===== src/k_transaction_max_profit_defines.svh =====
// Assertion macros shared by the k-transaction profit block.
// Included by the RTL files that carry concurrent checks; no other dependencies.
`ifndef K_TRANSACTION_MAX_PROFIT_DEFINES_SVH
`define K_TRANSACTION_MAX_PROFIT_DEFINES_SVH

// Same-cycle implication, disabled while reset is asserted.
`define KTMP_ASSERT_IMP(lbl, clk, rst_n, ante, cons) \
  lbl: assert property (@(posedge clk) disable iff (!rst_n) (ante) |-> (cons)) \
    else $error("ktmp: same-cycle check failed");

// Next-cycle implication, disabled while reset is asserted.
`define KTMP_ASSERT_NXT(lbl, clk, rst_n, ante, cons) \
  lbl: assert property (@(posedge clk) disable iff (!rst_n) (ante) |=> (cons)) \
    else $error("ktmp: next-cycle check failed");

`endif


===== src/ktmp_pkg.sv =====
// Types and constants for the k-transaction profit block.
// No dependencies; used by ktmp_slot_upd and k_transaction_max_profit.
`timescale 1ns / 1ps

package ktmp_pkg;

  localparam int unsigned PriceInW  = 16;
  localparam int unsigned ProfitW   = 31;
  localparam int unsigned HoldW     = 32;
  localparam int unsigned CfgW      = 7;

  localparam logic [ProfitW-1:0]       ProfitMax = {ProfitW{1'b1}};
  localparam logic signed [HoldW-1:0]  HoldReset = {1'b1, {(HoldW-1){1'b0}}};

  // One transaction slot: best value while holding, best value after selling.
  typedef struct packed {
    logic signed [HoldW-1:0] hold;
    logic [ProfitW-1:0]      sold;
  } slot_t;

  localparam slot_t SlotReset = '{hold: HoldReset, sold: '0};

  typedef enum logic [1:0] {
    ST_CLEAR,
    ST_IDLE,
    ST_WALK,
    ST_EMIT
  } state_e;

endpackage


===== src/ktmp_slot_upd.sv =====
// Update of one transaction slot for one price: sell and buy recurrences.
// Depends on ktmp_pkg for the slot type and the profit limit.
`timescale 1ns / 1ps

module ktmp_slot_upd #(
  parameter int unsigned PW = 16
) (
  input  ktmp_pkg::slot_t                 old_i,
  input  logic [ktmp_pkg::ProfitW-1:0]    prev_sold_i,
  input  logic [PW-1:0]                   price_i,
  output ktmp_pkg::slot_t                 new_o
);

  logic signed [32:0] price_ext;
  logic signed [32:0] hold_ext;
  logic signed [32:0] sold_ext;
  logic signed [32:0] sale;
  logic signed [32:0] sale_sat;
  logic signed [32:0] buy;

  assign price_ext = $signed({{(33-PW){1'b0}}, price_i});
  assign hold_ext  = $signed({old_i.hold[31], old_i.hold});
  assign sold_ext  = $signed({2'b00, old_i.sold});

  assign sale     = hold_ext + price_ext;
  assign sale_sat = (sale > $signed({2'b00, ktmp_pkg::ProfitMax})) ?
                    $signed({2'b00, ktmp_pkg::ProfitMax}) : sale;
  // The previous slot's sold value is never negative, so the buy stays above minus infinity.
  assign buy      = $signed({2'b00, prev_sold_i}) - price_ext;

  always_comb begin
    new_o.sold = (sale_sat > sold_ext) ? sale_sat[30:0] : old_i.sold;
    new_o.hold = (buy > hold_ext) ? buy[31:0] : old_i.hold;
  end

endmodule


===== src/k_transaction_max_profit.sv =====
// Top level of the k-transaction maximum profit block: slot memory, sequencer, output register.
// Depends on ktmp_pkg, ktmp_slot_upd and k_transaction_max_profit_defines.svh.
//
//  channel | direction | handshake                 | payload
//  --------+-----------+---------------------------+------------------------------
//  in      | input     | in_valid_i / in_stall_o   | price_i, last_price_i
//  out     | output    | out_valid_o / out_stall_i | best_profit_o
//  cfg     | input     | cfg_valid_i / cfg_ready_o | max_transactions_i
//
// A price that is not last walks the first L slots, L being the limit clipped to MAX_SLOTS:
// one slot per cycle goes through the single-port-read slot memory, and each slot is
// written back from the registered read data.
// A last price sweeps all MAX_SLOTS entries (evaluating active slots for the best profit and
// clearing every one), then loads the output register.
// After reset a clearing pass over all MAX_SLOTS entries runs before the first price is taken.
// A stalled output holds the result; a new result waits to be loaded while the old one is untaken.
`timescale 1ns / 1ps
`include "k_transaction_max_profit_defines.svh"

module k_transaction_max_profit #(
  parameter int unsigned MAX_SLOTS  = 64,
  parameter int unsigned PRICE_BITS = 16
) (
  input  logic                          clk_i,
  input  logic                          rst_ni,
  input  logic                          cfg_valid_i,
  output logic                          cfg_ready_o,
  input  logic [ktmp_pkg::CfgW-1:0]     max_transactions_i,
  input  logic                          in_valid_i,
  output logic                          in_stall_o,
  input  logic [ktmp_pkg::PriceInW-1:0] price_i,
  input  logic                          last_price_i,
  output logic                          out_valid_o,
  input  logic                          out_stall_i,
  output logic [ktmp_pkg::ProfitW-1:0]  best_profit_o
);

  localparam int unsigned PW = (PRICE_BITS < ktmp_pkg::PriceInW) ? PRICE_BITS :
                               ktmp_pkg::PriceInW;
  localparam int unsigned AW = (MAX_SLOTS > 1) ? $clog2(MAX_SLOTS) : 1;
  localparam int unsigned CW = $clog2(MAX_SLOTS + 1);
  localparam logic [CW-1:0] SlotsCnt = CW'(MAX_SLOTS);
  localparam logic [CW-1:0] LastSlot = CW'(MAX_SLOTS - 1);

  ktmp_pkg::state_e state_q, state_d;

  logic [ktmp_pkg::CfgW-1:0]    cfg_q, cfg_d;
  logic [CW-1:0]                rd_cnt_q, rd_cnt_d;
  logic                         s1_valid_q, s1_valid_d;
  logic [CW-1:0]                s1_idx_q, s1_idx_d;
  logic [PW-1:0]                price_q, price_d;
  logic                         last_q, last_d;
  logic [CW-1:0]                lim_q, lim_d;
  logic [CW-1:0]                end_q, end_d;
  logic [ktmp_pkg::ProfitW-1:0] prev_sold_q, prev_sold_d;
  logic [ktmp_pkg::ProfitW-1:0] best_q, best_d;
  logic                         out_valid_q, out_valid_d;
  logic [ktmp_pkg::ProfitW-1:0] best_profit_q, best_profit_d;

  ktmp_pkg::slot_t mem_q [MAX_SLOTS];
  ktmp_pkg::slot_t slot_rd_q;
  ktmp_pkg::slot_t slot_new;
  ktmp_pkg::slot_t mem_wdata;
  logic            mem_we;
  logic            mem_re;
  logic [AW-1:0]   mem_waddr;
  logic [AW-1:0]   mem_raddr;

  logic in_acc;
  logic out_free;
  logic walk_done;
  logic slot_active;
  logic [CW-1:0] cfg_lim;

  assign cfg_ready_o   = 1'b1;
  assign in_stall_o    = (state_q != ktmp_pkg::ST_IDLE);
  assign in_acc        = in_valid_i && !in_stall_o;
  assign out_free      = !out_valid_q || !out_stall_i;
  assign out_valid_o   = out_valid_q;
  assign best_profit_o = best_profit_q;

  assign cfg_d   = cfg_valid_i ? max_transactions_i : cfg_q;
  assign cfg_lim = (32'(cfg_q) > MAX_SLOTS) ? SlotsCnt : CW'(cfg_q);

  assign walk_done   = (rd_cnt_q == end_q) && !s1_valid_q;
  assign slot_active = (s1_idx_q < lim_q);

  ktmp_slot_upd #(
    .PW (PW)
  ) u_slot_upd (
    .old_i       (slot_rd_q),
    .prev_sold_i (prev_sold_q),
    .price_i     (price_q),
    .new_o       (slot_new)
  );

  // Next state.
  always_comb begin
    state_d = state_q;
    case (state_q)
      ktmp_pkg::ST_CLEAR: begin
        if (rd_cnt_q == LastSlot) begin
          state_d = ktmp_pkg::ST_IDLE;
        end
      end
      ktmp_pkg::ST_IDLE: begin
        if (in_acc) begin
          state_d = ktmp_pkg::ST_WALK;
        end
      end
      ktmp_pkg::ST_WALK: begin
        if (walk_done) begin
          state_d = last_q ? ktmp_pkg::ST_EMIT : ktmp_pkg::ST_IDLE;
        end
      end
      ktmp_pkg::ST_EMIT: begin
        if (out_free) begin
          state_d = ktmp_pkg::ST_IDLE;
        end
      end
      default: state_d = ktmp_pkg::ST_CLEAR;
    endcase
  end

  // Datapath control and memory access.
  always_comb begin
    rd_cnt_d      = rd_cnt_q;
    s1_valid_d    = 1'b0;
    s1_idx_d      = s1_idx_q;
    price_d       = price_q;
    last_d        = last_q;
    lim_d         = lim_q;
    end_d         = end_q;
    prev_sold_d   = prev_sold_q;
    best_d        = best_q;
    best_profit_d = best_profit_q;
    out_valid_d   = out_valid_q && out_stall_i;
    mem_we        = 1'b0;
    mem_re        = 1'b0;
    mem_waddr     = s1_idx_q[AW-1:0];
    mem_raddr     = rd_cnt_q[AW-1:0];
    mem_wdata     = ktmp_pkg::SlotReset;

    case (state_q)
      ktmp_pkg::ST_CLEAR: begin
        mem_we    = 1'b1;
        mem_waddr = rd_cnt_q[AW-1:0];
        rd_cnt_d  = (rd_cnt_q == LastSlot) ? '0 : rd_cnt_q + 1'b1;
      end
      ktmp_pkg::ST_IDLE: begin
        if (in_acc) begin
          price_d     = price_i[PW-1:0];
          last_d      = last_price_i;
          lim_d       = cfg_lim;
          end_d       = last_price_i ? SlotsCnt : cfg_lim;
          rd_cnt_d    = '0;
          prev_sold_d = '0;
          best_d      = '0;
        end
      end
      ktmp_pkg::ST_WALK: begin
        if (rd_cnt_q != end_q) begin
          mem_re     = 1'b1;
          s1_valid_d = 1'b1;
          s1_idx_d   = rd_cnt_q;
          rd_cnt_d   = rd_cnt_q + 1'b1;
        end
        if (s1_valid_q) begin
          // The slot above needs this slot's sold value from before this price.
          prev_sold_d = slot_rd_q.sold;
          mem_we      = 1'b1;
          if (last_q) begin
            mem_wdata = ktmp_pkg::SlotReset;
          end else begin
            mem_wdata = slot_active ? slot_new : slot_rd_q;
          end
          if (slot_active && (slot_new.sold > best_q)) begin
            best_d = slot_new.sold;
          end
        end
      end
      ktmp_pkg::ST_EMIT: begin
        if (out_free) begin
          out_valid_d   = 1'b1;
          best_profit_d = best_q;
        end
      end
      default: begin
        rd_cnt_d = '0;
      end
    endcase
  end

  always_ff @(posedge clk_i or negedge rst_ni) begin
    if (!rst_ni) begin
      state_q     <= ktmp_pkg::ST_CLEAR;
      cfg_q       <= ktmp_pkg::CfgW'(1);
      rd_cnt_q    <= '0;
      s1_valid_q  <= 1'b0;
      out_valid_q <= 1'b0;
    end else begin
      state_q     <= state_d;
      cfg_q       <= cfg_d;
      rd_cnt_q    <= rd_cnt_d;
      s1_valid_q  <= s1_valid_d;
      out_valid_q <= out_valid_d;
    end
  end

  always_ff @(posedge clk_i) begin
    s1_idx_q      <= s1_idx_d;
    price_q       <= price_d;
    last_q        <= last_d;
    lim_q         <= lim_d;
    end_q         <= end_d;
    prev_sold_q   <= prev_sold_d;
    best_q        <= best_d;
    best_profit_q <= best_profit_d;
  end

  // Slot memory: one write port, one registered read port.
  always_ff @(posedge clk_i) begin
    if (mem_we) begin
      mem_q[mem_waddr] <= mem_wdata;
    end
    if (mem_re) begin
      slot_rd_q <= mem_q[mem_raddr];
    end
  end

  `KTMP_ASSERT_NXT(a_accept_then_busy, clk_i, rst_ni, in_valid_i && !in_stall_o, in_stall_o)
  `KTMP_ASSERT_NXT(a_result_from_emit, clk_i, rst_ni,
                   !out_valid_q && (state_q != ktmp_pkg::ST_EMIT), !out_valid_q)
  `KTMP_ASSERT_IMP(a_slot_in_range, clk_i, rst_ni, s1_valid_q, s1_idx_q < end_q)
  `KTMP_ASSERT_IMP(a_walk_end_is_limit, clk_i, rst_ni,
                   (state_q == ktmp_pkg::ST_WALK) && !last_q, end_q == lim_q)

endmodule


===== config.mk =====
export PLATFORM = sky130hd
export DESIGN_NAME = k_transaction_max_profit
export DESIGN_NICKNAME = d
export VERILOG_FILES = /design/src/ktmp_pkg.sv /design/src/ktmp_slot_upd.sv /design/src/k_transaction_max_profit.sv
export VERILOG_INCLUDE_DIRS = /design/src /design/src/src
export SDC_FILE = /design/constraint.sdc
export NUM_CORES = 2
export LEC_CHECK = 0
export CAP_MARGIN = 15
export CORE_ASPECT_RATIO = 0.5
export CORE_MARGIN = 8
export CORE_UTILIZATION = 50
export CTS_CLUSTER_DIAMETER = 40
export DETAILED_ROUTE_END_ITERATION = 7
export DONT_BUFFER_PORTS = 1
export GPL_TIMING_DRIVEN = 0
export PLACE_DENSITY = 0.76
export SLEW_MARGIN = 10
export SYNTH_ARGS = -nofsm -noshare
export SYNTH_HDL_FRONTEND = slang
export SYNTH_HIERARCHICAL = 1
export SYNTH_SLANG_ARGS = --single-unit

===== constraint.sdc =====
create_clock -name clk_i -period 11.7 [get_ports clk_i]
set_input_delay 3.51 -clock clk_i [delete_from_list [all_inputs] [get_ports clk_i]]
set_output_delay 3.51 -clock clk_i [all_outputs]
set_load 0.1 [all_outputs]

## Word level (Yosys, flattened, before mapping)

Memory sizes are Yosys's and may differ from the RTL's. A register that Yosys moved wholly into a read port is not among the register bits.
Index checks and enable logic that the tools add are counted.

| operators by class | value |
|---|---|
| equality and inequality tests | 14 |
| reduce and logical (&&, ||, !) cells | 19 |
| mux-type cells | 33 |
| magnitude comparators | 6 |
| add/subtract/negate cells | 3 |

Operators with widths:

| cell | count |
|---|---|
| $mux W63 | 4 |
| $mux W31 | 5 |
| $pmux W31 S2 | 2 |
| $add A32 B17 Y33 | 1 |
| $gt A33 B32 Y1 | 1 |
| $gt A33 B32 Y1 const B | 1 |
| $mux W33 | 1 |
| $gt A32 B32 Y1 | 1 |
| $mux W32 | 1 |
| $sub A31 B16 Y32 | 1 |
| $gt A31 B31 Y1 | 1 |
| $mux W7 | 4 |
| $pmux W7 S3 | 1 |
| $ne A2 B2 Y1 const B | 7 |
| $mux W2 | 5 |
| $pmux W2 S4 | 1 |
| $reduce_and A4 Y1 | 2 |
| $add A7 B1 Y7 const B | 1 |
| $eq A7 B6 Y1 const B | 1 |
| $eq A7 B7 Y1 | 1 |
| $gt A7 B7 Y1 const B | 1 |
| $lt A7 B7 Y1 | 1 |
| $mux W1 | 7 |
| $ne A7 B7 Y1 | 1 |
| other kinds (13) | 23 |

| word-level totals | value |
|---|---|
| memories kept | 1 |
| output and inout bits | 34 |
| input bits | 29 |
| RAM bits | 4032 |
| bits in registers | 149 |

Memories:

| name | words | width | rd ports | clocked after Yosys merged registers in | write ports | RTL line | text |
|---|---|---|---|---|---|---|---|
| mem_q | 64 | 63 | 1 | 1 | 1 | k_transaction_max_profit.sv:60 | `ktmp_pkg::slot_t mem_q [MAX_SLOTS];` |

## Logic depth before layout (Yosys ltp)

| depth | value |
|---|---|
| depth in word-level cells | 10 |
| mapped depth | 31 |

## Modules after synthesis

The synthesis kept the hierarchy.

Modules (own cells, without submodules):

| module | seq. area each (µm²) | cells an instance | area an instance (µm²) | instances |
|---|---|---|---|---|
| k_transaction_max_profit | 127353.4 | 7157 | 161481.1 | 1 |
| ktmp_slot_upd | 0.0 | 763 | 5549.1 | 1 |

## Worst setup path before layout

Ideal clock, no wire load.

| timing path | value |
|---|---|
| kind | flip-flop to flip-flop |
| start point | reg, netlist name slot_rd_q[40] |
| end point | reg best_q[0] (netlist name), enable pin |
| buffers on the path | 3 |
| cell stages (with the launch flop) | 27 |
| setup time | 438 ps |
| data required time | 11262 ps |
| path slack | 3112 ps |
| period minus slack after synthesis | 8588 ps |
| data arrival time | 8150 ps |
| cells stage by stage | edfxtp_1 ha_1 buf_4 o2111ai_1 a311oi_2 nor2_2 a211o_4 or3_2 a2111oi_0 nand4_1 o21ai_0 ha_1 clkbuf_1 or3_1 ha_1 nand4_1 nor3_1 nand2_1 or4_1 a32oi_2 buf_6 mux2_4 ha_1 nand4_1 nor4_1 o41ai_1 a31oi_1 |

RTL lines:

| what | RTL line | text |
|---|---|---|
| end signal: assignment | k_transaction_max_profit.sv:217 | `best_q <= best_d;` |
| end: declaration | k_transaction_max_profit.sv:56 | `logic [ktmp_pkg::ProfitW-1:0] best_q, best_d;` |

==> results.tsv <==
metric	value	unit
Min-Delay Path Depth	0	
register area	127400	um^2
largest net degree at the start of global routing	44	
CTS tree	built	
all-layer global routing usage	28.50	%
Crit Path Max Fanout	21	
reg2reg start	price_q[0]	
cts bufs inserted	401	
post-CTS setup buffer count	0	
CP required	12.30	ns
PnR worst setup slack	1.941	ns
Hold Path Sink	best_profit_o[14]	
Final Critical Period	9.759	ns
number of enable flip-flop cells after synthesis	4226	
Design Area, Final	193000	um^2
Fillers	22550	
die width	833.4	um
period utilization	83.41	%
P&R area growth vs syn	15.52	%
Non-Filler Instances	13440	
fin nets	8786	
Worst path most repeated cell	ha_1	
first-pass GRT wire length	708600	um
vias in the first global route	91460	
count of pins over their slew limit	0	
pre-CTS setup slack	2.256	ns
Die Height	424.7	um
area of the multi-input gates	38560	um^2
DRT iter0 DRCs	16390	
Util after Layout	57.89	%
Worst path max stage delay	0.78	ns
Yosys cell types	82	
Setup crit end kind	flip-flop	
ANT nets after route	0	
Starting Density	50.11	%
share of layout cells above drive strength 1	25.22	%
CP bufs+invs	5	
Final Setup Violations	0	
htree depth	5	
FF-to-FF setup slack	1.94	ns
CP Launch Type	flip-flop	
via-per-instance ratio	6.842	
RD Place Congestion	0.9461	
Crit-path slowest cell	mux2i_1	
ys async rst share	0.4241	%
Synth Net Count	8090	
max-cap viol count	0	
latest clock arrival within the worst-skew pair	0.95	ns
Post-Syn Area	167000	um^2
register bit count reported by yosys	4244	
drt drc	0	
most frequent cells in the layout	edfxtp_1 (4226), mux4_2 (1008), clkbuf_16 (407)	
CTS Hold Bufs	0	
buffers added on ports	0	
area of the core	333300	um^2
average size of a mapped cell	21.09	um^2
initial antenna violation count	57	
Worst Max-Slew Pin Slew	1.325	ns
FMAX	102.5	MHz
cell row count	150	
placed cells	12690	
maximum vdd drop	0.0001309	V
R2R depth	30	
Reg clk slew, reported paths	0.06	ns
Setup TNS	0	ns
warnings from Yosys	6	
Syn Inst Count	7920	
Crit path max-delay family	compound AO/OA/AOI/OAI gates	
status	finished, final reports clean	
pwr dens	214.0	nW/um^2
gr ovfl total	0	
sequential-to-total area share from yosys stat	76.25	%
WL final	514300	um
placed cell area	179900	um^2
RR Endpoint	best_q[3]	
hold path startpoint	best_q[14]	
WS Path Type	reg -> reg	
I/O pin cnt	63	
DR WL/cell	38.25	um
Layout Skew	0.07076	ns
RSZ-0062 raised after global routing	false	
Crit path arrival time	10.35	ns
CTS resizes	0	
clock buffer depth	4	
Root Buffer	clkbuf_16	
Hold Fails Final Rpt	0	
commonest non-fill, non-tap cell in the layout	edfxtp_1	
die area	353900	um^2
vias post-DR	91990	
P_leak	67.04	nW
worst min path class	reg -> reg	
clk sinks	4244	
first-pass detailed-route iteration total	6	
Most used DFF post-synth	edfxtp_1	
DP HPWL	341500	um
Rel. slew slack	11.28	%
[state kept, by name, indices dropped and copies added (netlist names)]
register,count
prev_sold_q,31
end_q,7
state_q,2
out_valid_o,1
s1_idx_q,7
s1_valid_q,1
rd_cnt_q,7
best_q,31
last_q,1
mem_q,4032
best_profit_o,31
slot_rd_q,63
cfg_q,7
price_q,16
lim_q,7
[area by class of cell]
type	instances	area share (%)
buffer	430	0.9655
timing repair buffer	293	3.145
inverter	137	0.2665
multi-input combinational	3109	19.98
clock buffer	471	5.403
antenna	27	0.03502
sequential	4244	66.00
tap	4484	2.908
clock inverter	249	1.295
[power breakdown]
| part | internal, mW | switching [mW] |
|---|---|---|
| sequential | 17.1 | 0.498 |
| combinational | 3.78 | 6.80 |
| clock | 7.30 | 5.79 |
| total | 28.2 | 13.1 |
[through the flow]
step	hold WS [ns]	total power [mW]
5_1_grt	0.4535	42.18
2_1_floorplan	0.4196	23.95
3_5_place_dp	0.4331	28.00
4_1_cts	0.4504	40.95
6_report	0.4486	41.29
3_3_place_gp	0.4215	27.55
[synth_stat cells, types with 17 or more instances]
| master | count | share of area [%] |
|---|---|---|
| a32oi_1 | 66 | 0.35 |
| o211ai_1 | 77 | 0.35 |
| inv_1 | 136 | 0.31 |
| clkbuf_1 | 248 | 0.56 |
| dfrtp_1 | 17 | 0.25 |
| mux4_2 | 1008 | 14 |
| xor2_1 | 22 | 0.12 |
| nand2_1 | 205 | 0.46 |
| mux2_2 | 26 | 0.18 |
| a21oi_1 | 190 | 0.57 |
| xnor2_1 | 25 | 0.13 |
| a22oi_1 | 191 | 0.86 |
| buf_2 | 122 | 0.37 |
| o21ai_0 | 126 | 0.38 |
| nand4_1 | 29 | 0.11 |
| mux2_4 | 29 | 0.26 |
| nor3_1 | 80 | 0.24 |
| a211o_1 | 65 | 0.34 |
| and2_1 | 78 | 0.29 |
| edfxtp_1 | 4226 | 76 |
| nor2_1 | 120 | 0.27 |
| nand3_1 | 93 | 0.28 |
| ha_1 | 139 | 1.0 |
| o22ai_1 | 128 | 0.48 |
| mux2i_1 | 133 | 0.80 |
| a21o_1 | 30 | 0.13 |
| buf_1 | 46 | 0.10 |
| nor2b_1 | 23 | 0.086 |
| nand2b_1 | 30 | 0.11 |
[cell families (layout without fill, tap and decap cells)]
group	Yosys count	after routing	synth area share, %
xor gates and xnor gates	47	47	0.2464
DFF	4244	4244	76.25
other	1	28	0.002245
muxes	1201	1201	14.86
adders and majority gates	141	141	1.065
and+or+nand+nor	738	738	2.184
buffers and inverters	567	1580	1.413
AOI/OAI and AO/OA	981	981	3.985
[metal layers]
layer / vias to the layer above / global-route usage [%] / share of wire [%]
li1: 34850 / - / -
met2: 8402 / 43.29 / 45
met3: 1455 / 12.30 / 17
met4: 44 / 12.31 / 5.2
met1: 47240 / 35.89 / 33
met5: - / 0.2439 / 0.075
[how the worst max path moves through the flow]
stage	start	to	slack (ns)	cells after the start
global placement	price_q[10]	mem_q[6][4]	0.25	23
CTS	price_q[0]	best_q[3]	2.18	30
detailed placement	price_q[0]	best_q[1]	2.26	32
floorplan	slot_rd_q[40]	best_q[0]	3.11	26
finish	price_q[0]	best_q[3]	1.94	30
global route	slot_rd_q[41]	best_q[1]	1.59	29
[worst register-to-register path: cells and delay by family, from the launching register on]
kind	cells	cell delay, ns
adders and majority gates	5	1.63
muxes	1	0.78
DFF	1	0.61
AOI/OAI and AO/OA	10	3.56
and+or+nand+nor	9	1.99
buffers and inverters	5	0.90
Power figures use the tool's default switching activity.
